<file path="src/hw/rtl/bds_pkg.sv">
package bds_pkg;

    localparam int unsigned BaudW   = 31;
    localparam int unsigned OscW    = 32;
    localparam int unsigned DvdW    = 30;  // widest prescaled clock
    localparam int unsigned CandW   = 16;
    localparam int unsigned Lanes   = 2;   // lane 0: shift by 4, lane 1: shift by 2
    localparam int unsigned Steps   = DvdW;
    localparam logic [OscW-1:0] OscReset = 32'd1000000;

    typedef struct packed {
        logic [BaudW-1:0] rem;
        logic [DvdW-1:0]  dvd;
        logic [DvdW-1:0]  quo;
        logic [BaudW-1:0] dsr;
    } div_lane_t;

    typedef struct packed {
        logic [BaudW-1:0] baud;
        logic [CandW-1:0] cand_slow;
        logic [CandW-1:0] cand_fast;
    } div_tag_t;

    typedef struct packed {
        logic                   valid;
        div_tag_t               tag;
        div_lane_t [Lanes-1:0]  lane;
    } div_stage_t;

    function automatic div_lane_t lane_start(input logic [DvdW-1:0] dvd,
                                             input logic [BaudW-1:0] dsr);
        div_lane_t l;
        l.rem = '0;
        l.dvd = dvd;
        l.quo = '0;
        l.dsr = dsr;
        return l;
    endfunction

endpackage

</file>
<file path="src/hw/rtl/bds_div_cell.sv">
module bds_div_cell
    import bds_pkg::*;
(
    input  logic       aclk,
    input  logic       aresetn,
    input  logic       en,
    input  div_stage_t stage_in,
    output div_stage_t stage_out
);

    logic       valid_reg;
    div_stage_t data_reg;
    div_stage_t data_next;
    logic [BaudW:0] trial [Lanes];

    // one restoring division step per lane: bring down the next dividend bit
    always_comb begin
        data_next = stage_in;
        for (int i = 0; i < Lanes; i++) begin
            trial[i] = {stage_in.lane[i].rem, stage_in.lane[i].dvd[DvdW-1]};
            data_next.lane[i].dvd = {stage_in.lane[i].dvd[DvdW-2:0], 1'b0};
            if (trial[i] >= {1'b0, stage_in.lane[i].dsr}) begin
                data_next.lane[i].rem =
                    BaudW'(trial[i] - {1'b0, stage_in.lane[i].dsr});
                data_next.lane[i].quo = {stage_in.lane[i].quo[DvdW-2:0], 1'b1};
            end else begin
                data_next.lane[i].rem = trial[i][BaudW-1:0];
                data_next.lane[i].quo = {stage_in.lane[i].quo[DvdW-2:0], 1'b0};
            end
        end
    end

    always_ff @(posedge aclk) begin
        if (!aresetn) begin
            valid_reg <= 1'b0;
        end else if (en) begin
            valid_reg <= stage_in.valid;
        end
    end

    always_ff @(posedge aclk) begin
        if (en) begin
            data_reg <= data_next;
        end
    end

    always_comb begin
        stage_out       = data_reg;
        stage_out.valid = valid_reg;
    end

endmodule

</file>
<file path="config.mk">
export PLATFORM = sky130hd
export DESIGN_NAME = bds_div_cell
export DESIGN_NICKNAME = d
export VERILOG_FILES = /design/src/hw/rtl/bds_pkg.sv /design/src/hw/rtl/bds_div_cell.sv
export SDC_FILE = /design/constraint.sdc
export NUM_CORES = 1
export LEC_CHECK = 0
export ABC_CLOCK_PERIOD_IN_PS = 3700
export BUFFER_PORTS_ARGS = -buffer_cell sky130_fd_sc_hd__buf_4
export CAP_MARGIN = 10
export CORE_AREA = 3 3 242 244
export CTS_CLUSTER_DIAMETER = 150
export CTS_CLUSTER_SIZE = 14
export DETAILED_ROUTE_END_ITERATION = 8
export DIE_AREA = 0 0 245 247
export GPL_TIMING_DRIVEN = 1
export PLACE_DENSITY = 0.59
export SYNTH_ARGS = -nofsm -noshare
export SYNTH_HDL_FRONTEND = slang
export SYNTH_SLANG_ARGS = --single-unit
</file>
<file path="constraint.sdc">
create_clock -name aclk -period 3.7 [get_ports aclk]
set_clock_uncertainty 0.15 [all_clocks]
set_input_delay 1.11 -clock aclk [delete_from_list [all_inputs] [get_ports aclk]]
set_output_delay 1.11 -clock aclk [all_outputs]
set_load 0.005 [all_outputs]
</file>
# == Word-level counts from Yosys, hierarchy flattened ==
# Cells that the tools add are included.
# op_classes
n_addsub,2
mux,4
order_cmp,2
# op_table
op,count
32-bit by 31-bit >= comparator with 1-bit output,2
31-bit 2-to-1 mux,2
31-bit subtractor,2
1-bit 2-to-1 mux,2
# word_totals
ff_bits,306
out_inout_bits,308
input_bits,311
word_cells,20

# == Depth between registers and ports, before layout ==
# Gate-level depths: netlist of the first run.
# depth
word_depth,2
depth_mapped,13
ltp_nobuf,13

# == Least setup slack after synthesis of the first run ==
# No wires, ideal clock.
# synth_timing
path_kind,input-to-reg
startpoint,input port stage_in[147] (netlist bit)
endpoint,register data_reg (netlist bit stage_out[236]) (data pin)
arrival_time_ns,3.525
n_path_buf,2
setup_time_ns,0.260
required_ns,3.290
path_slack_ns,-0.235
stages,13
path_cell_list,inv_1 ha_1 buf_6 a21o_1 a21oi_1 inv_1 a21oi_1 o21bai_1 a221oi_2 a21bo_2 a211oi_4 buf_6 mux2_2
# synth_rtl
item,line_no,source
"start, declared",bds_div_cell.sv:7,"input div_stage_t stage_in,"
"end signal, assigned",bds_div_cell.sv:43,data_reg <= data_next;
"end, declared",bds_div_cell.sv:12,div_stage_t data_reg;

==> impl_metrics.toml, run 1 <==
[cts]
cts_hold_buf = 0
htreeDepth = 1
clock_latency_ps = 560
cts_num_sinks = 306
cts_tree = "built"
path_clk_slew_ps = 70
cts_buffer_depth = 3
cts-root-buf = "clkbuf_16"
cts_buffers = 25

[drt]
drtIter0Drc = 508
route.detailed.drc = 0
routed_wl_um = 46600
vias_per_cell = 4.27
ant_nets = 0
vias = 10700
dr.pass1.iters = 5
routedWlPerCell_um = 18.6

[global_routing]
grtUsageTotal_pct = 14.3
antenna_found_initial = 7
grt_start_max_net_pins = 68
globalRouteOverflowTotal = 0
grt_first_pass_wirelength_um = 65800
grt_pass1_vias = 10800

[outcome]
status = "finished, final reports clean"

[pwr]
seq_power_share_pct = 48.4
p_comb_share_pct = 23.7
p_sw_share_pct = 25.3
p_switching_mw = 2.26
p_leak_nw = 9.36
internal_power_mw = 6.68
p_total_mw = 8.94
ir_worst_vdd_uv = 360
clockPowerShare_pct = 27.8
p_per_area_mw_per_mm2 = 420

[floorplan]
die_y_um = 247
io_pins = 619
core_mm2 = 0.0565
initial_utilization_pct = 23.8
dieArea_mm2 = 0.0605
die_x_um = 245
rows = 87

[cells_and_area]
area_delta_synth_final_pct = 57.9
fin_nets = 2111
largest_reg_flops = 305
drive_above_1_share_pct = 50.7
final_common_cell = "buf_4"
mostFrequentLayoutCells = "buf_4 (784), edfxtp_1 (305), inv_1 (78)"
fin_cells = 2507

[synth]
synth.lib_cells_used.distinct = 66
synth_top_area_share_pct = 68.0
yosysWarnings = 0
synth_top_cell_by_area = "edfxtp_1"
synthFlopType = "edfxtp_1"
ys_ff_latch = 306
syn_area_mm2 = 0.0135
synth.avg_cell_area_um2 = 14.3
synth_cells = 939
ys_async_sr_fraction_pct = 0
yosys-top-cells-area = "edfxtp_1 (68%), ha_1 (5.8%), inv_1 (2.2%)"
yosysSeqAreaShare_pct = 68.1
synth_edf_count = 305

[setup_path]
r2r-end = "valid_reg"
r2r-start = "valid_reg"
path_max_fanout = 28
worstPathRequired_ps = 3880
regToRegSetupSlack_ps = 2950
start_kind = "input port"
rr_worst_depth = 2
cp_data_arrival_time_ps = 3790
end_kind = "register"
critical_path_class = "in -> reg"

[placement]
dpl.hpwl_um = 38100
place_inst = 2463
portBuffers = 614
gp_congestion = 0.855

[min_path]
min_from = "valid_reg"
whs_endpoint = "valid_reg"
min_path_type = "reg -> reg"
holdPathStages = 2

[flow_run]
drv_cap = 0

[sta]
setup_tns_ps = 0
fin_crit_ps = 3610
drv_slew = 0
whs_ps = 389
period_share_pct = 97.5
setup_violations = 0
fmax_ghz = 0.277
hold_violations = 0
slew_headroom_pct = 64.1
tightest_slew_ps = 538
critical path, stage by stage:
cell	delay, ps
buf_4	120
ha_1	220
fa_2	380
nor2b_4	140
o31a_1	300
o41ai_4	120
o31ai_4	340
o31ai_4	90
o311ai_0	100
nand2_1	290
buf_12	250
o21ai_0	320
per-stage QoR:
| step | util [%] | worst slack (ps) | area [µm²] |
|---|---|---|---|
| after floorplan | - | -111 | 13700 |
| after global placement | 36.3 | -474 | 20500 |
| after detailed placement | 36.3 | -504 | 20500 |
| after CTS | 37.5 | 115 | 21200 |
| after global routing | 37.7 | -15.0 | 21300 |
| final | 37.7 | 94.2 | 21300 |
worst max-delay path by stage:
| stage | startpoint | end | cells past startpoint |
|---|---|---|---|
| after global routing | stage_in[212] | stage_out[234] | 15 |
| after global placement | stage_in[139] | stage_out[235] | 13 |
| after floorplan | stage_in[212] | stage_out[216] | 13 |
| after detailed placement | stage_in[139] | stage_out[234] | 13 |
| final | stage_in[0] | stage_out[97] | 12 |
| after CTS | stage_in[139] | stage_out[234] | 13 |
power by group through the flow:
stage / sequential (mW) / clock [mW] / combinational [mW]
detailed placement: 4.41 / 0 / 2.12
global placement: 4.40 / 0 / 2.10
finish: 4.33 / 2.49 / 2.12
floorplan: 4.43 / 0 / 0.728
global route: 4.36 / 2.73 / 2.30
CTS: 4.33 / 2.61 / 2.13
routing by layer:
metal / track usage [%] / wire [µm] / up-vias
li1: - / - / 5092
met5: 0 / 46 / -
met4: 4.64 / 1190 / 6
met1: 15.8 / 17100 / 5092
met2: 26.1 / 24000 / 456
met3: 4.46 / 4280 / 68
area by class of cell:
type / instances / area [µm²]
sequential: 306 / 9180
fill: 5509 / 35200
inverter: 81 / 317
multi-input combinational: 528 / 4050
clock buffer: 37 / 681
clock inverter: 1 / 20.0
tap: 756 / 946
timing repair buffer: 794 / 6080
antenna: 4 / 10.0
logic make-up after synthesis:
kind of cell / after synthesis / synth area share [%]
buffers and inverters: 106 / 3.30
other: 1 / 0.0278
AOI/OAI and AO/OA: 206 / 10.3
xor gates and xnor gates: 51 / 3.32
and+or+nand+nor: 170 / 5.94
adders and majority gates: 64 / 6.06
muxes: 35 / 2.92
DFF: 306 / 68.1
synth_stat cells (3+ instances only):
| cell | count |
|---|---|
| buf_6 | 4 |
| xor2_1 | 20 |
| buf_2 | 4 |
| and2_1 | 3 |
| or2_2 | 4 |
| and3_1 | 3 |
| a21oi_1 | 55 |
| a21o_1 | 24 |
| nor3_1 | 6 |
| mux2_2 | 26 |
| nand2b_1 | 6 |
| o21ai_1 | 3 |
| nand2_1 | 68 |
| xnor2_1 | 31 |
| ha_1 | 62 |
| nor2b_1 | 7 |
| a31oi_1 | 8 |
| mux2_1 | 4 |
| nand4_1 | 13 |
| nor2_1 | 38 |
| clkbuf_1 | 14 |
| a211oi_1 | 7 |
| edfxtp_1 | 305 |
| mux2i_1 | 4 |
| o21a_1 | 10 |
| inv_1 | 80 |
| or3_1 | 4 |
| nand3_1 | 10 |
| o21bai_1 | 8 |
| o31ai_1 | 11 |
| o21ai_0 | 49 |
| buf_4 | 3 |
repair_timing:
action,in CTS,in global routing
gates resized for setup,0,5
setup endpoints to repair,0,26
buffers inserted,0,1
endpoints found under the hold margin,0,0
Power figures use the tool's default switching activity.
==> run 2: changes to the inputs <==
- PLACE_DENSITY: 0.59 -> 0.52
==> run 2 against run 1 <==
Fmax grew 1.5%. Cell area is essentially flat. Die area is the same. Critical path type unchanged. Register-to-register slack is essentially flat. Largest cell class unchanged. Clock power is essentially flat. Total power shrank 0.15%. First-iteration DRC count shrank 5.7%. Wire length grew 1.4%. Critical path depth grew 2. Setup slack gained 54 ps. Largest power group unchanged. Flip-flop and latch count is the same. Global-route usage grew 0.34 points.
==> impl_metrics.toml, run 2 (synthesis results as in run 1) <==
[placement]
portBuffers = 614
dpl.hpwl_um = 38600
place_area_mm2 = 0.0205
pre_cts_slack_ps = -505
place_inst = 2465
gp_congestion = 0.868

[sta]
period_share_pct = 96.0
fmax_ghz = 0.282
fin_crit_ps = 3550
drv_slew = 0
setup_tns_ps = 0
hold_violations = 0
setup_slack_ps = 148
setup_violations = 0

[cts]
cts_num_sinks = 306
clock_latency_ps = 550
cts_buffer_depth = 3
htreeDepth = 1
cts_hold_buf = 0
cts_buffers = 25
cts-root-buf = "clkbuf_16"
cts_tree = "built"
path_clk_slew_ps = 80

[global_routing]
grtUsageTotal_pct = 14.6
antenna_found_initial = 4
globalRouteOverflowTotal = 0
grt_first_pass_wirelength_um = 67100
grt_start_max_net_pins = 64
grt_pass1_vias = 11000

[setup_path]
r2r-start = "valid_reg"
cpMaxStageDelayCell = "mux2_4"
start_kind = "input port"
end_kind = "register"
crit_chain = "buf_4 > inv_1 > ha_4 > a21oi_1 > o21ai_1 > a21o_1 > a21oi_2 > o21ai_1 > a221oi_2 > a21bo_2 > a211oi_4 > buf_4 > buf_2 > mux2_4"
path_max_fanout = 5
rr_worst_depth = 2
critical_path_class = "in -> reg"
r2r-end = "valid_reg"
regToRegSetupSlack_ps = 2950
max_stage_delay_ps = 310
worstPathRequired_ps = 3870
cp_data_arrival_time_ps = 3720

[min_path]
min_from = "valid_reg"
min_path_type = "reg -> reg"
whs_endpoint = "valid_reg"
holdPathStages = 2

[pwr]
p_leak_nw = 9.37
p_per_area_mw_per_mm2 = 419
ir_worst_vdd_uv = 322

[floorplan]
core_mm2 = 0.0565
dieArea_mm2 = 0.0605
io_pins = 619
rows = 87
die_x_um = 245
die_y_um = 247
initial_utilization_pct = 23.8

[outcome]
status = "finished, final reports clean"

[drt]
routedWlPerCell_um = 18.8
vias = 10600
vias_per_cell = 4.22
routed_wl_um = 47200
ant_nets = 0
dr.pass1.iters = 5
drtIter0Drc = 479
route.detailed.drc = 0

[cells_and_area]
fin_cells = 2509
fin_nets = 2115
mostFrequentLayoutCells = "buf_4 (787), edfxtp_1 (305), inv_1 (78)"
largest_reg_flops = 305
area_delta_synth_final_pct = 58.0
final_common_cell = "buf_4"
stdcell_area_mm2 = 0.0213
drive_above_1_share_pct = 51.1

[flow_run]
drv_cap = 0
[run 2: how the worst max path moves through the flow]
stage | slack (ps) | end | startpoint | depth (start not counted)
floorplan | -110 | stage_out[216] | stage_in[212] | 13
global placement | -480 | stage_out[240] | stage_in[128] | 15
detailed placement | -500 | stage_out[118] | stage_in[7] | 12
CTS | 70 | stage_out[118] | stage_in[6] | 12
global route | -9 | stage_out[241] | stage_in[139] | 14
finish | 150 | stage_out[238] | stage_in[139] | 14
[run 2: timing repair]
action | CTS | global route
setup buffers | 0 | 2
endpoints found under the setup margin | 0 | 23
gates resized for setup | 0 | 11
[run 2: cell type report]
| type | count | area, µm² |
|---|---|---|
| clock buffer | 36 | 677 |
| sequential | 306 | 9180 |
| timing repair buffer | 798 | 6100 |
| multi-input combinational | 528 | 4060 |
| clock inverter | 1 | 8.76 |
| fill | 5499 | 35200 |
| inverter | 81 | 317 |
| tap | 756 | 946 |
| antenna | 3 | 7.51 |
[run 2: report_power, final]
| part | switching, mW | internal, mW | leakage [nW] |
|---|---|---|---|
| combinational | 0.932 | 1.19 | 6.04 |
| clock | 1.22 | 1.26 | 0.332 |
| sequential | 0.0982 | 4.22 | 2.99 |
| total | 2.25 | 6.67 | 9.37 |
[run 2: metrics by stage]
step / utilization [%] / hold WS [ps] / power (mW)
after floorplan: - / 334 / 5.16
after global placement: 36.3 / 350 / 6.51
after detailed placement: 36.3 / 371 / 6.53
after CTS: 37.5 / 385 / 9.07
after global routing: 37.7 / 420 / 9.40
final: 37.7 / 380 / 8.92
[run 2: routing by layer]
metal	wire (µm)	track usage [%]
met5	13	0
met4	1220	4.57
met3	4350	4.83
met2	24500	27.1
met1	17100	15.7
[run 2: critical path, delay by kind of cell]
family	cells	cell delay, ps
AO/OA/AOI/OAI	8	1490
multiplexers	1	310
adder cells (fa/ha/maj)	1	220
buffers and inverters	4	580
==> run 3: changes to the inputs <==
- CELL_PAD_IN_SITES_DETAIL_PLACEMENT: default -> 1
- CELL_PAD_IN_SITES_GLOBAL_PLACEMENT: default -> 2
- CORE_AREA: 3 3 242 244 -> 3 3 241 243
- DIE_AREA: 0 0 245 247 -> 0 0 244 246
- PLACE_DENSITY: 0.52 -> 0.73
==> run 3 against run 2 <==
Global-route usage increased by 1.8 points. Highest routed layer unchanged. Flip-flop and latch count unchanged. Total power increased by 1.2%. Setup slack got worse by 51 ps. Non-clock buffer count increased by 4. Critical path type unchanged.
==> impl_metrics.toml, run 3 (synthesis results as in run 1) <==
[outcome]
status = "finished, final reports clean"

[drt]
vias = 10800
dr.pass1.iters = 4
drtIter0Drc = 372
routed_wl_um = 52100
route.detailed.drc = 0
ant_nets = 0
vias_per_cell = 4.29
routedWlPerCell_um = 20.7

[placement]
place_area_mm2 = 0.0205
pre_cts_slack_ps = -537
dpl.hpwl_um = 42600
portBuffers = 614
place_inst = 2470
gp_congestion = 0.874

[pwr]
p_sw_share_pct = 26.1
ir_worst_vdd_uv = 325
p_per_area_mw_per_mm2 = 424
p_leak_nw = 9.39
internal_power_mw = 6.68
p_total_mw = 9.03
p_switching_mw = 2.35
seq_power_share_pct = 48.0
p_comb_share_pct = 24.1
clockPowerShare_pct = 27.9

[sta]
setup_tns_ps = 0
period_share_pct = 97.4
setup_violations = 0
setup_slack_ps = 97.0
hold_violations = 0
fin_crit_ps = 3600
whs_ps = 396
fmax_ghz = 0.278
drv_slew = 0

[setup_path]
critical_path_class = "in -> reg"
critPathBufInv = 4
end_kind = "register"
crit_top_cell = "buf_4"
start_kind = "input port"
path_delay_family = "compound AO/OA/AOI/OAI gates"
max_stage_delay_ps = 350
cpMaxStageDelayCell = "mux2_2"
cp_data_arrival_time_ps = 3780
worstPathRequired_ps = 3870
path_max_fanout = 10
crit_chain = "buf_4 > inv_12 > ha_4 > fa_2 > nor2b_2 > o31ai_2 > a21oi_2 > nand3b_1 > nand4_2 > a31o_1 > a21bo_2 > a211oi_4 > buf_4 > buf_6 > mux2_2"

[floorplan]
initial_utilization_pct = 24.0
io_pins = 619
die_y_um = 246
rows = 87
die_x_um = 244
core_mm2 = 0.0562
dieArea_mm2 = 0.0600

[cts]
cts_buffers = 25
path_clk_slew_ps = 70
clock_latency_ps = 550
cts_buffer_depth = 3
cts_num_sinks = 306
htreeDepth = 1
cts_hold_buf = 0
cts-root-buf = "clkbuf_16"
cts_tree = "built"

[cells_and_area]
num-fill-cells = 6137
stdcell_area_mm2 = 0.0213
fin_nets = 2119
final_common_cell = "buf_4"
drive_above_1_share_pct = 50.9
fin_cells = 2514
mostFrequentLayoutCells = "buf_4 (793), edfxtp_1 (305), inv_1 (78)"
final_core_util_pct = 38.0
area_delta_synth_final_pct = 58.3
largest_reg_flops = 305

[flow_run]
drv_cap = 0

[global_routing]
globalRouteOverflowTotal = 0
grt_pass1_vias = 11400
grt_first_pass_wirelength_um = 74600
grt_start_max_net_pins = 55
grtUsageTotal_pct = 16.4
antenna_found_initial = 6

[min_path]
min_path_type = "reg -> reg"
run 3: what timing repair did:
action | CTS | global route
setup endpoints to repair | 0 | 27
setup buffers | 0 | 2
gates resized for setup | 0 | 8
run 3: tightest hold or removal path, cell delays in order, from the launching register on:
cell and delay, ps:
dfxtp_1 320, mux2i_1 130, nor2b_1 60
run 3: layout make-up:
type / instances / area (µm²) / area share, %
repair buffers: 802 / 6120 / 28.7
clock inverters: 2 / 23.8 / 0.111
clock buffers: 37 / 671 / 3.14
flip-flops and latches: 306 / 9180 / 43.0
diodes: 2 / 5.00 / 0.0235
multi-input cells: 528 / 4060 / 19.0
inverters: 81 / 317 / 1.48
well taps: 756 / 946 / 4.44
run 3: path summary, 6_finish.rpt:
path / cells past startpoint / endpoint / slack [ps] / from
worst max register to register: 2 / valid_reg / 2940 / valid_reg
worst max-delay path: 15 / stage_out[235] / 100 / stage_in[212]
worst min register to register: 2 / valid_reg / 400 / valid_reg
worst min-delay path: 2 / valid_reg / 400 / valid_reg
run 3: per-layer routing:
layer | vias to the layer above | routed length [µm] | global-route usage [%] | share of wire (%)
met5 | - | 80 | 0 | 0.15
met4 | 10 | 1270 | 3.90 | 2.4
met3 | 58 | 4200 | 5.16 | 8.1
met2 | 401 | 25900 | 28.9 | 50
met1 | 5231 | 20700 | 19.5 | 40
li1 | 5092 | - | - | -
run 3: power groups by stage:
| stage | Combinational [mW] | Clock (mW) | Sequential, mW |
|---|---|---|---|
| CTS | 2.20 | 2.67 | 4.34 |
| detailed placement | 2.19 | 0 | 4.41 |
| global placement | 2.15 | 0 | 4.41 |
| floorplan | 0.728 | 0 | 4.43 |
| global route | 2.38 | 2.76 | 4.37 |
| finish | 2.18 | 2.52 | 4.33 |
