File: src/hw/rtl/bds_pkg.sv
package bds_pkg;

    localparam int unsigned BaudW   = 31;
    localparam int unsigned OscW    = 32;
    localparam int unsigned DvdW    = 30;  // widest prescaled clock
    localparam int unsigned CandW   = 16;
    localparam int unsigned Lanes   = 2;   // lane 0: shift by 4, lane 1: shift by 2
    localparam int unsigned Steps   = DvdW;
    localparam logic [OscW-1:0] OscReset = 32'd1000000;

    typedef struct packed {
        logic [BaudW-1:0] rem;
        logic [DvdW-1:0]  dvd;
        logic [DvdW-1:0]  quo;
        logic [BaudW-1:0] dsr;
    } div_lane_t;

    typedef struct packed {
        logic [BaudW-1:0] baud;
        logic [CandW-1:0] cand_slow;
        logic [CandW-1:0] cand_fast;
    } div_tag_t;

    typedef struct packed {
        logic                   valid;
        div_tag_t               tag;
        div_lane_t [Lanes-1:0]  lane;
    } div_stage_t;

    function automatic div_lane_t lane_start(input logic [DvdW-1:0] dvd,
                                             input logic [BaudW-1:0] dsr);
        div_lane_t l;
        l.rem = '0;
        l.dvd = dvd;
        l.quo = '0;
        l.dsr = dsr;
        return l;
    endfunction

endpackage

File: src/hw/rtl/bds_pick.sv
module bds_pick
    import bds_pkg::*;
(
    input  logic             aclk,
    input  logic             aresetn,
    input  logic             en,
    input  div_stage_t       stage_in,
    output logic             out_valid,
    output logic [CandW-1:0] out_divisor,
    output logic             out_fast
);

    logic             valid_reg;
    logic [CandW-1:0] divisor_reg, divisor_next;
    logic             fast_reg, fast_next;

    logic [BaudW:0]   e_slow, e_fast, err1, err2, best1;
    logic [BaudW:0]   baud_x, q_slow, q_fast;
    logic             win_slow, win_fast;
    logic [CandW-1:0] choice1, choice2;

    always_comb begin
        baud_x = {1'b0, stage_in.tag.baud};
        q_slow = (BaudW+1)'(stage_in.lane[0].quo);
        q_fast = (BaudW+1)'(stage_in.lane[1].quo);
        e_slow = (baud_x >= q_slow) ? baud_x - q_slow : q_slow - baud_x;
        e_fast = (baud_x >= q_fast) ? baud_x - q_fast : q_fast - baud_x;

        // a zero candidate keeps the previous error, which starts at zero
        err1     = (stage_in.tag.cand_slow != '0) ? e_slow : '0;
        win_slow = err1 < baud_x;
        best1    = win_slow ? err1 : baud_x;
        choice1  = win_slow ? stage_in.tag.cand_slow : '0;

        err2     = (stage_in.tag.cand_fast != '0) ? e_fast : err1;
        win_fast = err2 < best1;
        choice2  = win_fast ? stage_in.tag.cand_fast : choice1;

        divisor_next = choice2 - CandW'(1);
        fast_next    = win_fast;
    end

    always_ff @(posedge aclk) begin
        if (!aresetn) begin
            valid_reg <= 1'b0;
        end else if (en) begin
            valid_reg <= stage_in.valid;
        end
    end

    always_ff @(posedge aclk) begin
        if (en) begin
            divisor_reg <= divisor_next;
            fast_reg    <= fast_next;
        end
    end

    assign out_valid   = valid_reg;
    assign out_divisor = divisor_reg;
    assign out_fast    = fast_reg;

endmodule

File: config.mk
export PLATFORM = sky130hd
export DESIGN_NAME = bds_pick
export DESIGN_NICKNAME = d
export VERILOG_FILES = /design/src/hw/rtl/bds_pkg.sv /design/src/hw/rtl/bds_pick.sv
export SDC_FILE = /design/constraint.sdc
export NUM_CORES = 1
export LEC_CHECK = 0
export BUFFER_PORTS_ARGS = -buffer_cell sky130_fd_sc_hd__buf_2
export CORE_ASPECT_RATIO = 0.9
export CORE_UTILIZATION = 30
export DETAILED_ROUTE_END_ITERATION = 16
export GPL_TIMING_DRIVEN = 0
export PLACE_DENSITY_LB_ADDON = 0.25
export SETUP_SLACK_MARGIN = 0.1
export SLEW_MARGIN = 40
export SYNTH_ARGS = -nofsm -noshare
export SYNTH_HDL_FRONTEND = slang
export SYNTH_SLANG_ARGS = --single-unit
File: constraint.sdc
create_clock -name aclk -period 25.5 [get_ports aclk]
set_clock_uncertainty 0.15 [all_clocks]
set_input_delay 2.55 -clock aclk [delete_from_list [all_inputs] [get_ports aclk]]
set_output_delay 2.55 -clock aclk [all_outputs]
set_load 0.05 [all_outputs]
# After elaboration in Yosys (flattened, before gate mapping)

Index checks and enable logic that the tools add are counted.

Reduce and logical (&&, ||, !) cells: 2
$add $sub $neg: 5
Magnitude comparators: 4
Mux-type cells: 7

Operator list:

| kind                                                                 | count |
|---|---|
| 32-bit 2-to-1 mux                                                    | 5 |
| 30-bit by 31-bit subtractor with 32-bit output                       | 2 |
| 31-bit by 30-bit subtractor with 32-bit output                       | 2 |
| 31-bit by 30-bit >= comparator with 1-bit output                     | 2 |
| 32-bit by 31-bit less-than comparator with 1-bit output              | 1 |
| 32-bit less-than comparator                                          | 1 |
| 16-bit 2-to-1 mux                                                    | 2 |
| 16-bit nonzero test                                                  | 2 |
| 16-bit by 1-bit subtractor with 16-bit output, second input constant | 1 |

Input port bits: 311
Logic and storage cells: 21
Output and inout port bits: 18
Register bits: 18

# Longest topological paths before layout

Gate-level depths: netlist of run 1.

Depth in word-level cells: 8
Gate-level depth with buffers: 47
Depth with buffers taken out: 41

# Worst setup path before layout of run 1

No wires, ideal clock.

Path kind: in2reg
Start point: input port stage_in[276] (netlist bit)
End point: register divisor_reg[10], in the netlist out_divisor[10] (data pin)
Data required time: 25.091 ns
Path buffers: 8
Slack: 14.659 ns
Library setup time: 0.259 ns
Stages: 47
Data arrival time: 10.432 ns
Cells stage by stage: inv_1 > ha_1 > inv_1 > fa_1 > nand3_1 > a211oi_1 > a211oi_1 > a22oi_1 > or2_1 > buf_2 > buf_4 > buf_2 > a211oi_1 > a21oi_1 > xnor2_1 > nor2_1 > ha_1 > a21oi_1 > [... 11 more ...] > a21o_1 > a21oi_1 > nor2b_1 > o21ai_0 > nand2_1 > o22ai_1 > a21boi_0 > a21bo_2 > buf_8 > buf_6 > a31oi_1 > ha_1 > clkbuf_1 > inv_1 > or4_1 > a31oi_1 > nand2_1 > o31a_1

Word-level cells in the longest chain between the ends: 8
Elaborated cells on any way between the ends: 16
Those cells by class: 5 x add/sub; 4 x order compare; 7 x mux

Ends and longest elaborated chain:

| item                                                                         | line           | text |
|---|---|---|
| start, declared                                                              | bds_pick.sv:7  | `input div_stage_t stage_in,` |
| 30-bit by 31-bit subtractor with 32-bit output, or another cell as far along | bds_pick.sv:26 | `e_slow = (baud_x >= q_slow) ? baud_x - q_slow : q_slow - baud_x;` |
| 32-bit 2-to-1 mux                                                            | bds_pick.sv:26 |  |
| 32-bit 2-to-1 mux                                                            | bds_pick.sv:30 | `err1 = (stage_in.tag.cand_slow != '0) ? e_slow : '0;` |
| 32-bit by 31-bit less-than comparator with 1-bit output                      | bds_pick.sv:31 | `win_slow = err1 < baud_x;` |
| 32-bit 2-to-1 mux                                                            | bds_pick.sv:32 | `best1 = win_slow ? err1 : baud_x;` |
| 32-bit less-than comparator                                                  | bds_pick.sv:36 | `win_fast = err2 < best1;` |
| 16-bit 2-to-1 mux *                                                          | bds_pick.sv:37 | `choice2 = win_fast ? stage_in.tag.cand_fast : choice1;` |
| 16-bit by 1-bit subtractor with 16-bit output *                              | bds_pick.sv:39 | `divisor_next = choice2 - CandW'(1);` |
| named net divisor_next[10]                                                   | bds_pick.sv:14 | `logic [CandW-1:0] divisor_reg, divisor_next;` |
| end signal, assigned                                                         | bds_pick.sv:53 | `divisor_reg <= divisor_next;` |
| end, declared                                                                | bds_pick.sv:14 |  |

Mark *: on every way through the listed nets, which the timed path passes. The rest lies on a longest branch.
A chain may end at the register's enable or synchronous reset.

# Final worst setup path of run 1

Start point: input port stage_in[276] (netlist bit)
End point: register divisor_reg[12], in the netlist out_divisor[12] (data pin)

The elaborated chain is that of the path after synthesis.

==> results of run 1 <==
[cell usage in the layout, fill, tap and decap left out, drive strengths merged, types with 18 or more instances in the layout]
master and n:
buf 165, a21o 64, nor2b 18, a211oi 19, nand4 34, mux2i 56
o21ai 101, nor3 41, nor2 150, nand3 22, clkbuf 56, ha 182
nand2 97, a21oi 182, xnor2 50, xor2 21, o21bai 30, inv 134
[power by group]
part           internal [mW]  switching (mW)
combinational          0.159           0.269
sequential            0.0427         0.00186
clock                 0.0239          0.0109
total                  0.225           0.282
[worst max-delay path by stage]
stage                  start         endpoint  slack (ns)  cells past startpoint
6_report       stage_in[276]  out_divisor[12]       11.21                     46
5_1_grt        stage_in[276]  out_divisor[12]       10.49                     46
4_1_cts        stage_in[276]  out_divisor[12]       11.55                     46
3_5_place_dp   stage_in[276]  out_divisor[12]       11.36                     46
3_3_place_gp   stage_in[276]  out_divisor[12]       11.20                     46
2_1_floorplan  stage_in[276]  out_divisor[10]       14.66                     47
[state kept, by name (all words and copies together) (netlist names)]
signal and cells:
out_divisor 16, out_fast 1, out_valid 1
[metrics by stage]
stage	setup slack (ns)	hold WS (ns)
CTS	11.55	0.375
floorplan	14.66	0.593
global route	10.49	0.420
global placement	11.20	0.342
finish	11.21	0.370
detailed placement	11.36	0.360
[cells in the mapped netlist, types with 5 or more instances]
library cell | number | area (µm²)
xor2_1 | 21 | 184
mux2i_1 | 56 | 561
nor4_1 | 10 | 62.6
nor2b_1 | 18 | 113
ha_1 | 182 | 2280
a2111oi_0 | 7 | 61.3
a21boi_0 | 8 | 60.1
clkbuf_1 | 51 | 191
o211ai_1 | 11 | 82.6
edfxtp_1 | 17 | 510
or3_1 | 5 | 31.3
a211oi_1 | 19 | 143
o31a_1 | 7 | 61.3
nand2_1 | 97 | 364
nand3_1 | 22 | 110
o21a_1 | 10 | 75.1
and3_1 | 8 | 50.1
o22ai_1 | 5 | 31.3
a221o_1 | 8 | 80.1
a21o_1 | 64 | 480
mux2_2 | 10 | 113
a221oi_1 | 5 | 43.8
o221ai_1 | 6 | 52.6
buf_2 | 14 | 70.1
o21ai_0 | 99 | 495
a31oi_1 | 15 | 93.8
inv_1 | 134 | 503
nor3_1 | 41 | 205
and2_1 | 6 | 37.5
nand4_1 | 34 | 213
o21bai_1 | 30 | 225
o31ai_1 | 7 | 52.6
nand2b_1 | 7 | 43.8
nor2_1 | 150 | 563
xnor2_1 | 50 | 438
a21oi_1 | 180 | 901
[area by class of cell]
cell class / count / area, µm²
flip-flops and latches: 18 / 531
inverters: 134 / 503
clock buffers: 4 / 88.8
plain buffers: 73 / 327
repair buffers: 144 / 721
multi-input cells: 1260 / 8900
well taps: 455 / 569
fillers: 3724 / 21600
[kinds of logic after synthesis]
| kind of cell | Yosys count | synth area share, % |
|---|---|---|
| adders and majority gates | 186 | 23.0 |
| and+or+nand+nor | 422 | 19.6 |
| AOI/OAI and AO/OA | 513 | 31.4 |
| muxes | 67 | 6.68 |
| other | 1 | 0.0366 |
| xor gates and xnor gates | 71 | 6.07 |
| buffers and inverters | 207 | 8.08 |
| DFF | 18 | 5.18 |
[routing by layer]
layer,track usage (%),vias up
li1,-,5667
met1,34.4,5435
met3,2.22,30
met4,3.62,0
met5,0,-
met2,35.3,477
[critical path: cells and delay by family]
| family | cells | cell delay, ns |
|---|---|---|
| xor+xnor | 2 | 0.25 |
| buf+inv | 9 | 2.50 |
| compound gates | 20 | 4.45 |
| simple gates | 9 | 2.73 |
| fa+ha+maj | 5 | 1.35 |
| mux | 1 | 0.23 |
==> impl_metrics.yaml, run 1 <==
logic_synthesis:
  synth_edf_count: 17
  syn_inst: 1485
  synth_warnings: 0
  synth_area_per_cell_um2: 6.90
  ys_seq_elements: 18
  ys.flop_type: "edfxtp_1"
  ys_seq_area_share_pct: 5.18
  async_flop_share_pct: 0
  syn-cell-area_mm2: 0.0103
  syn-num-nets: 1982
  ys_types: 74
placement:
  place_congestion: 0.952
  hpwl_mm: 35.5
  port-buffer-count: 144
  dpl.cell_count: 2084
  dpl_cell_area_mm2: 0.0115
global_route:
  grt_overflow: 0
  grt_pass1_wl_mm: 62.2
  grt_usage_pct: 22.9
  grt_antenna_before_repair: 0
  grt_max_degree: 19
  grt_pass1_vias: 10800
worst_setup_path:
  path_max_fanout: 10
  crit_arrival_ns: 14.13
  path_class: "input pin to flip-flop"
  startpoint_type: "input pin"
  r2r_cells: 2
  crit_required_ns: 25.34
  reg2reg_to: "out_valid"
  r2r_slack_ns: 24.76
  endpoint_kind: "flip-flop"
  critical_path.max_stage_delay_ns: 0.69
  crit_slowest_cell: "clkbuf_1"
  cp_common_cell: "a21oi_1"
  r2r_start: "out_valid"
min_path:
  hold_start: "out_valid"
  min_path_type: "flip-flop to flip-flop"
  hold_path_depth: 2
  min_to: "out_valid"
pwr:
  peakVddDrop_mv: 0.0232
  finalPower_mw: 0.507
  p_per_area_mw_per_mm2: 43.6
  p_leak_nw: 5.52
route:
  vias_per_cell: 5.56
  drc: 0
  drt_pass1_iterations: 6
  wl_met2_mm: 17.3
  top_layer_used: "met4"
  drt_iter0_drc: 1089
  wl_mm: 41.3
  antenna_left: 0
  met3_length_mm: 2.86
  post_drt_wl_per_cell_um: 19.8
  wl_met1_mm: 20.4
  vias: 11600
cts:
  clock_path_buffers: 2
  cts_tree: "done"
  hold_buffers: 0
  cts_sinks: 18
  cts_buffers: 3
  cts_resized: 0
  clock_latency_ns: 0.25
  root_buffer: "clkbuf_16"
  post_cts_buffers: 0
  ctsHtreeMaxLevel: 1
  clk_pin_slew_ns: 0.05
floorplanning:
  core_mm2: 0.0333
  core.rowCount: 63
  ioPinCount: 329
  die_h_um: 177
  fp.dieArea_mm2: 0.0349
  die_w_um: 197
  start_util_pct: 30.8
run_status:
  status: "finished, final reports clean"
layout:
  antennaDiodeCount: 0
  nNetsFinal: 2131
  finalInstanceArea_mm2: 0.0116
  final_util_pct: 35.0
  fin_cells: 2088
  drive_above_1_share_pct: 11.8
  syn2layout_area_growth_pct: 13.5
timing:
  post-route-min-period_ns: 14.29
  final_max_slew_viol_count: 0
  worst_pin_slew_ns: 0.965
  fmax_mhz: 70.0
  finalHoldViolCount: 0
  slew_headroom_pct: 35.1
  rsz0062_at_grt: "false"
  period_share_pct: 56.0
  fin_tns_setup_ns: 0
  finalSetupViolations: 0
run:
  maxCapViolations: 0
Note: power is estimated with default switching activity, not from simulation.
==> inputs of run 2 (changes only) <==
==> constraint.sdc (replaced) <==
create_clock -name aclk -period 13.4 [get_ports aclk]
set_clock_uncertainty 0.15 [all_clocks]
set_input_delay 1.34 -clock aclk [delete_from_list [all_inputs] [get_ports aclk]]
set_output_delay 1.34 -clock aclk [all_outputs]
set_load 0.05 [all_outputs]
==> run 2 against run 1 <==
Net effect: non-clock buffer count stayed put; cell count stayed put; global-route usage stayed put; die area stayed put; critical path depth is 1 lower; critical path type unchanged.
==> impl_metrics.yaml, run 2 (same netlist as run 1, synthesis figures left out) <==
run_status:
  status: "finished, final reports clean"
cts:
  clock_path_buffers: 2
  cts_tree: "done"
  root_buffer: "clkbuf_16"
  clk_pin_slew_ns: 0.06
  ctsHtreeMaxLevel: 1
  cts_buffers: 3
  cts_sinks: 18
  hold_buffers: 0
  clock_latency_ns: 0.25
layout:
  largest_reg_flops: 16
  fin_cells: 2088
  syn2layout_area_growth_pct: 13.7
  drive_above_1_share_pct: 12.0
  nNetsFinal: 2131
  layout_common_cells: "ha_1, a21oi_1, buf_2"
  antennaDiodeCount: 0
  final_util_pct: 35.0
  final_common_cell: "ha_1"
  finalInstanceArea_mm2: 0.0117
timing:
  finalSetupViolations: 0
  fin_tns_setup_ns: 0
  worst_pin_slew_ns: 0.960
  finalHoldViolCount: 0
  hold_ws_ns: 0.370
  fmax_mhz: 80.1
  period_share_pct: 93.2
  slew_headroom_pct: 35.4
  post-route-min-period_ns: 12.49
  final_max_slew_viol_count: 0
  worst_slack_ns: 0.914
  rsz0062_at_grt: "false"
worst_setup_path:
  path_max_fanout: 10
  r2r_slack_ns: 12.66
  r2r_cells: 2
  crit_arrival_ns: 12.33
  path_class: "input pin to flip-flop"
  endpoint_kind: "flip-flop"
  reg2reg_to: "out_valid"
  r2r_start: "out_valid"
  crit_slowest_cell: "a22oi_1"
  cp_common_cell: "buf_2"
  crit_buf_inv: 10
  startpoint_type: "input pin"
  critical_path.max_stage_delay_ns: 0.67
  crit_required_ns: 13.24
  crit_family: "compound AO/OA/AOI/OAI gates"
  crit_cells: 45
placement:
  dpl_cell_area_mm2: 0.0115
  place_congestion: 0.952
  hpwl_mm: 35.5
  dpl.cell_count: 2084
  port-buffer-count: 144
  pre_cts_ws_ns: 0.468
route:
  post_drt_wl_per_cell_um: 19.8
  vias_per_cell: 5.53
  drc: 0
  drt_iter0_drc: 1109
  wl_mm: 41.3
  vias: 11600
  drt_pass1_iterations: 6
  antenna_left: 0
floorplanning:
  core.rowCount: 63
  die_w_um: 197
  fp.dieArea_mm2: 0.0349
  start_util_pct: 30.8
  core_mm2: 0.0333
  ioPinCount: 329
  die_h_um: 177
pwr:
  p_per_area_mw_per_mm2: 83.0
  p_sw_share_pct: 55.6
  power_frac_comb_pct: 84.4
  peakVddDrop_mv: 0.0442
  clkPwrFrac_pct: 6.9
  p_int_mw: 0.429
  p_leak_nw: 5.53
  p_sw_mw: 0.538
  finalPower_mw: 0.967
  seqPwrFrac_pct: 8.8
min_path:
  min_to: "out_valid"
  hold_path_depth: 2
  min_path_type: "flip-flop to flip-flop"
  hold_start: "out_valid"
global_route:
  grt_usage_pct: 22.9
  grt_antenna_before_repair: 0
  grt_overflow: 0
  grt_pass1_wl_mm: 62.2
  grt_pass1_vias: 10800
  grt_max_degree: 19
run:
  maxCapViolations: 0
[run 2: changes by cell type in the layout (fill, tap and decap cells not counted)]
cell,delta
clkbuf_2,+2
a211oi_1,-1
nor2_2,-1
a221oi_1,-1
a211oi_2,+1
a221oi_2,+1
nor2_4,+1
clkbuf_1,-2
[run 2: repair_timing]
action,4_1_cts,5_1_grt
hold endpoints to repair,0,0
setup buffers,0,0
endpoints found under the setup margin,0,4
resized for setup,0,7
[run 2: area by class of cell]
type,count,area [µm²]
multi-input combinational,1260,8910
fill,3723,21600
timing repair buffer,144,721
buffer,73,329
tap,455,569
inverter,134,503
sequential,18,531
clock buffer,4,88.8
[run 2: power by group through the flow]
| stage | Combinational [mW] | Clock, mW | Sequential (mW) |
|---|---|---|---|
| global placement | 0.788 | 0 | 0.0858 |
| floorplan | 0.521 | 0 | 0.134 |
| detailed placement | 0.796 | 0 | 0.0861 |
| global route | 0.893 | 0.0698 | 0.0861 |
| finish | 0.816 | 0.0664 | 0.0849 |
| CTS | 0.801 | 0.0675 | 0.0850 |
[run 2: how the worst max path moves through the flow]
stage / slack (ns) / from / to
2_1_floorplan: 3.77 / stage_in[276] / out_divisor[10]
3_3_place_gp: 0.31 / stage_in[276] / out_divisor[12]
3_5_place_dp: 0.47 / stage_in[276] / out_divisor[12]
4_1_cts: 0.66 / stage_in[276] / out_divisor[12]
5_1_grt: 0.26 / stage_in[40] / out_divisor[12]
6_report: 0.91 / stage_in[286] / out_divisor[12]
[run 2: worst register-to-register path, stage by stage (launching register included)]
cell and delay (ns):
dfxtp_1 0.31, mux2i_1 0.12, nor2b_1 0.05
[run 2: metal layers]
layer | up-vias | GRT usage (%) | routed length [µm]
met3 | 38 | 2.22 | 2770
li1 | 5665 | - | -
met4 | 0 | 3.62 | 737
met2 | 474 | 35.3 | 17300
met5 | - | 0 | 0
met1 | 5378 | 34.4 | 20400
==> inputs of run 3 (changes only) <==
--- a/config.mk
+++ b/config.mk
@@ -5,6 +5,7 @@
 export SDC_FILE = /design/constraint.sdc
 export NUM_CORES = 1
 export LEC_CHECK = 0
+export ABC_AREA = 1
 export BUFFER_PORTS_ARGS = -buffer_cell sky130_fd_sc_hd__buf_2
 export CORE_ASPECT_RATIO = 0.9
 export CORE_UTILIZATION = 30
==> run 3 against run 2 <==
Net effect: cell count up 15%; worst hold slack better by 0.018 ns; clock power about the same; critical path type unchanged.
==> impl_metrics.yaml, run 3 <==
run_status:
  status: "finished, final reports clean"
cts:
  post_cts_buffers: 0
  clock_path_buffers: 2
  hold_buffers: 0
  ctsHtreeMaxLevel: 1
  clk_pin_slew_ns: 0.05
  clock_latency_ns: 0.24
  cts_resized: 0
  cts_buffers: 3
  cts_sinks: 18
  root_buffer: "clkbuf_16"
  cts_tree: "done"
timing:
  fin_tns_setup_ns: 0
  hold_ws_ns: 0.388
  worst_slack_ns: 2.86
  slew_headroom_pct: 50.7
  finalSetupViolations: 0
  finalHoldViolCount: 0
  worst_pin_slew_ns: 0.740
  fmax_mhz: 94.9
  rsz0062_at_grt: "false"
  post-route-min-period_ns: 10.54
  final_max_slew_viol_count: 0
  period_share_pct: 78.7
logic_synthesis:
  syn-cell-area_mm2: 0.0104
  syn-num-nets: 2293
  syn_inst: 1796
  synth_edf_count: 17
  synth_area_per_cell_um2: 5.79
  ys_seq_elements: 18
  netlist_top_cells_area: "ha_1, nand2_1, inv_1"
  synth_warnings: 0
  async_flop_share_pct: 0
  yosysTopAreaCellShare_pct: 21.9
  synth_most_common_cell: "nand2_1"
  ys_seq_area_share_pct: 5.10
  ys.flop_type: "edfxtp_1"
  synthTopCellsByCount: "nand2_1, inv_1, a21oi_1"
  synth_largest_area_cell: "ha_1"
  ys_types: 55
layout:
  drive_above_1_share_pct: 10.8
  largest_reg_flops: 16
  syn2layout_area_growth_pct: 13.4
  layout_common_cells: "nand2_1, inv_1, a21oi_1"
  nNetsFinal: 2441
  finalInstanceArea_mm2: 0.0118
  final_common_cell: "nand2_1"
floorplanning:
  core_mm2: 0.0340
  die_h_um: 179
  start_util_pct: 30.6
  fp.dieArea_mm2: 0.0354
  ioPinCount: 329
  die_w_um: 198
  core.rowCount: 64
worst_setup_path:
  crit_required_ns: 13.25
  crit_arrival_ns: 10.39
  endpoint_kind: "flip-flop"
  crit_buf_inv: 10
  r2r_cells: 2
  critical_path.max_stage_delay_ns: 0.68
  r2r_slack_ns: 12.62
  path_class: "input pin to flip-flop"
  startpoint_type: "input pin"
  crit_cells: 44
  cp_common_cell: "nand2_1"
  crit_end: "out_divisor[10]"
  crit_slowest_cell: "a221oi_2"
  path_max_fanout: 10
  reg2reg_to: "out_valid"
  r2r_start: "out_valid"
  crit_family: "buffers and inverters"
  critPathLaunch: "stage_in[276]"
global_route:
  grt_antenna_before_repair: 2
  grt_pass1_vias: 11500
  grt_pass1_wl_mm: 65.1
  grt_usage_pct: 24.0
  grt_overflow: 0
  grt_max_degree: 20
route:
  antenna_left: 0
  vias: 12400
  post_drt_wl_per_cell_um: 18.0
  drc: 0
  wl_mm: 43.3
  drt_iter0_drc: 1146
  vias_per_cell: 5.16
  drt_pass1_iterations: 6
placement:
  pre_cts_ws_ns: 2.69
  hpwl_mm: 38.1
  place_congestion: 0.957
  port-buffer-count: 143
  dpl_cell_area_mm2: 0.0117
pwr:
  p_leak_nw: 6.41
  peakVddDrop_mv: 0.0505
  p_per_area_mw_per_mm2: 80.2
run:
  maxCapViolations: 0
min_path:
  min_path_type: "flip-flop to flip-flop"
==> run 3: cell types whose count changed in the layout (fill, tap and decap cells not counted), sizes merged, moves of 28 or more <==
cell,delta
o21ai,+88
a21o,-61
nand2,+332
xnor2,-35
clkbuf,-30
nor3,-32
a21oi,+28
mux2i,-46
inv,+178
nand3,+39
==> run 3: how the worst min path moves through the flow <==
stage	startpoint	to	slack, ns	depth (start not counted)
4_1_cts	out_valid	out_valid	0.39	2
6_report	out_valid	out_valid	0.39	2
3_3_place_gp	out_valid	out_valid	0.37	2
2_1_floorplan	out_valid	out_valid	0.60	2
5_1_grt	out_valid	out_valid	0.45	2
3_5_place_dp	out_valid	out_valid	0.38	2
==> run 3: power breakdown <==
group	total [mW]	switching, mW	internal (mW)
Clock	0.0665	0.0211	0.0454
Sequential	0.0868	0.00354	0.0832
Combinational	0.792	0.540	0.253
Total	0.945	0.564	0.381
==> run 3: cells by family (layout without fill, tap and decap cells) <==
kind of cell | Yosys count | after routing | synth area share [%]
AO/OA/AOI/OAI | 478 | 478 | 25.1
AND/OR/NAND/NOR | 699 | 699 | 28.7
adder cells (fa/ha/maj) | 186 | 186 | 22.7
XOR/XNOR | 53 | 53 | 4.46
flip-flops | 18 | 18 | 5.10
buffers and inverters | 350 | 497 | 12.9
multiplexers | 11 | 11 | 1.07
other | 1 | 4 | 0.0361
==> run 3: metal layers <==
layer  global-route usage (%)  vias up  share of wire (%)
li1                         -     6201                  -
met3                     1.47       33                6.2
met5                        0        -                  0
met1                     35.8     5794                 49
met4                     3.91        0                1.5
met2                     37.7      406                 43
==> run 3: layout make-up <==
cell class | count | area (µm²)
clock buffer | 4 | 88.8
multi-input combinational | 1428 | 8530
tap | 462 | 578
antenna | 3 | 7.51
sequential | 18 | 531
inverter | 315 | 1180
fill | 3839 | 22200
timing repair buffer | 143 | 716
buffer | 35 | 154
==> run 3: per-stage QoR <==
step | util [%] | std cells | total power [mW]
5_1_grt | 34.6 | 2407 | 1.03
3_3_place_gp | 34.4 | 2401 | 0.857
6_report | 34.6 | 2408 | 0.945
3_5_place_dp | 34.4 | 2401 | 0.863
2_1_floorplan | - | 1796 | 0.641
4_1_cts | 34.6 | 2405 | 0.932
==> run 3: worst reg2reg max path, stage by stage (launching register included) <==
cell	delay, ns
dfxtp_1	0.31
o21ai_0	0.15
a21oi_1	0.05
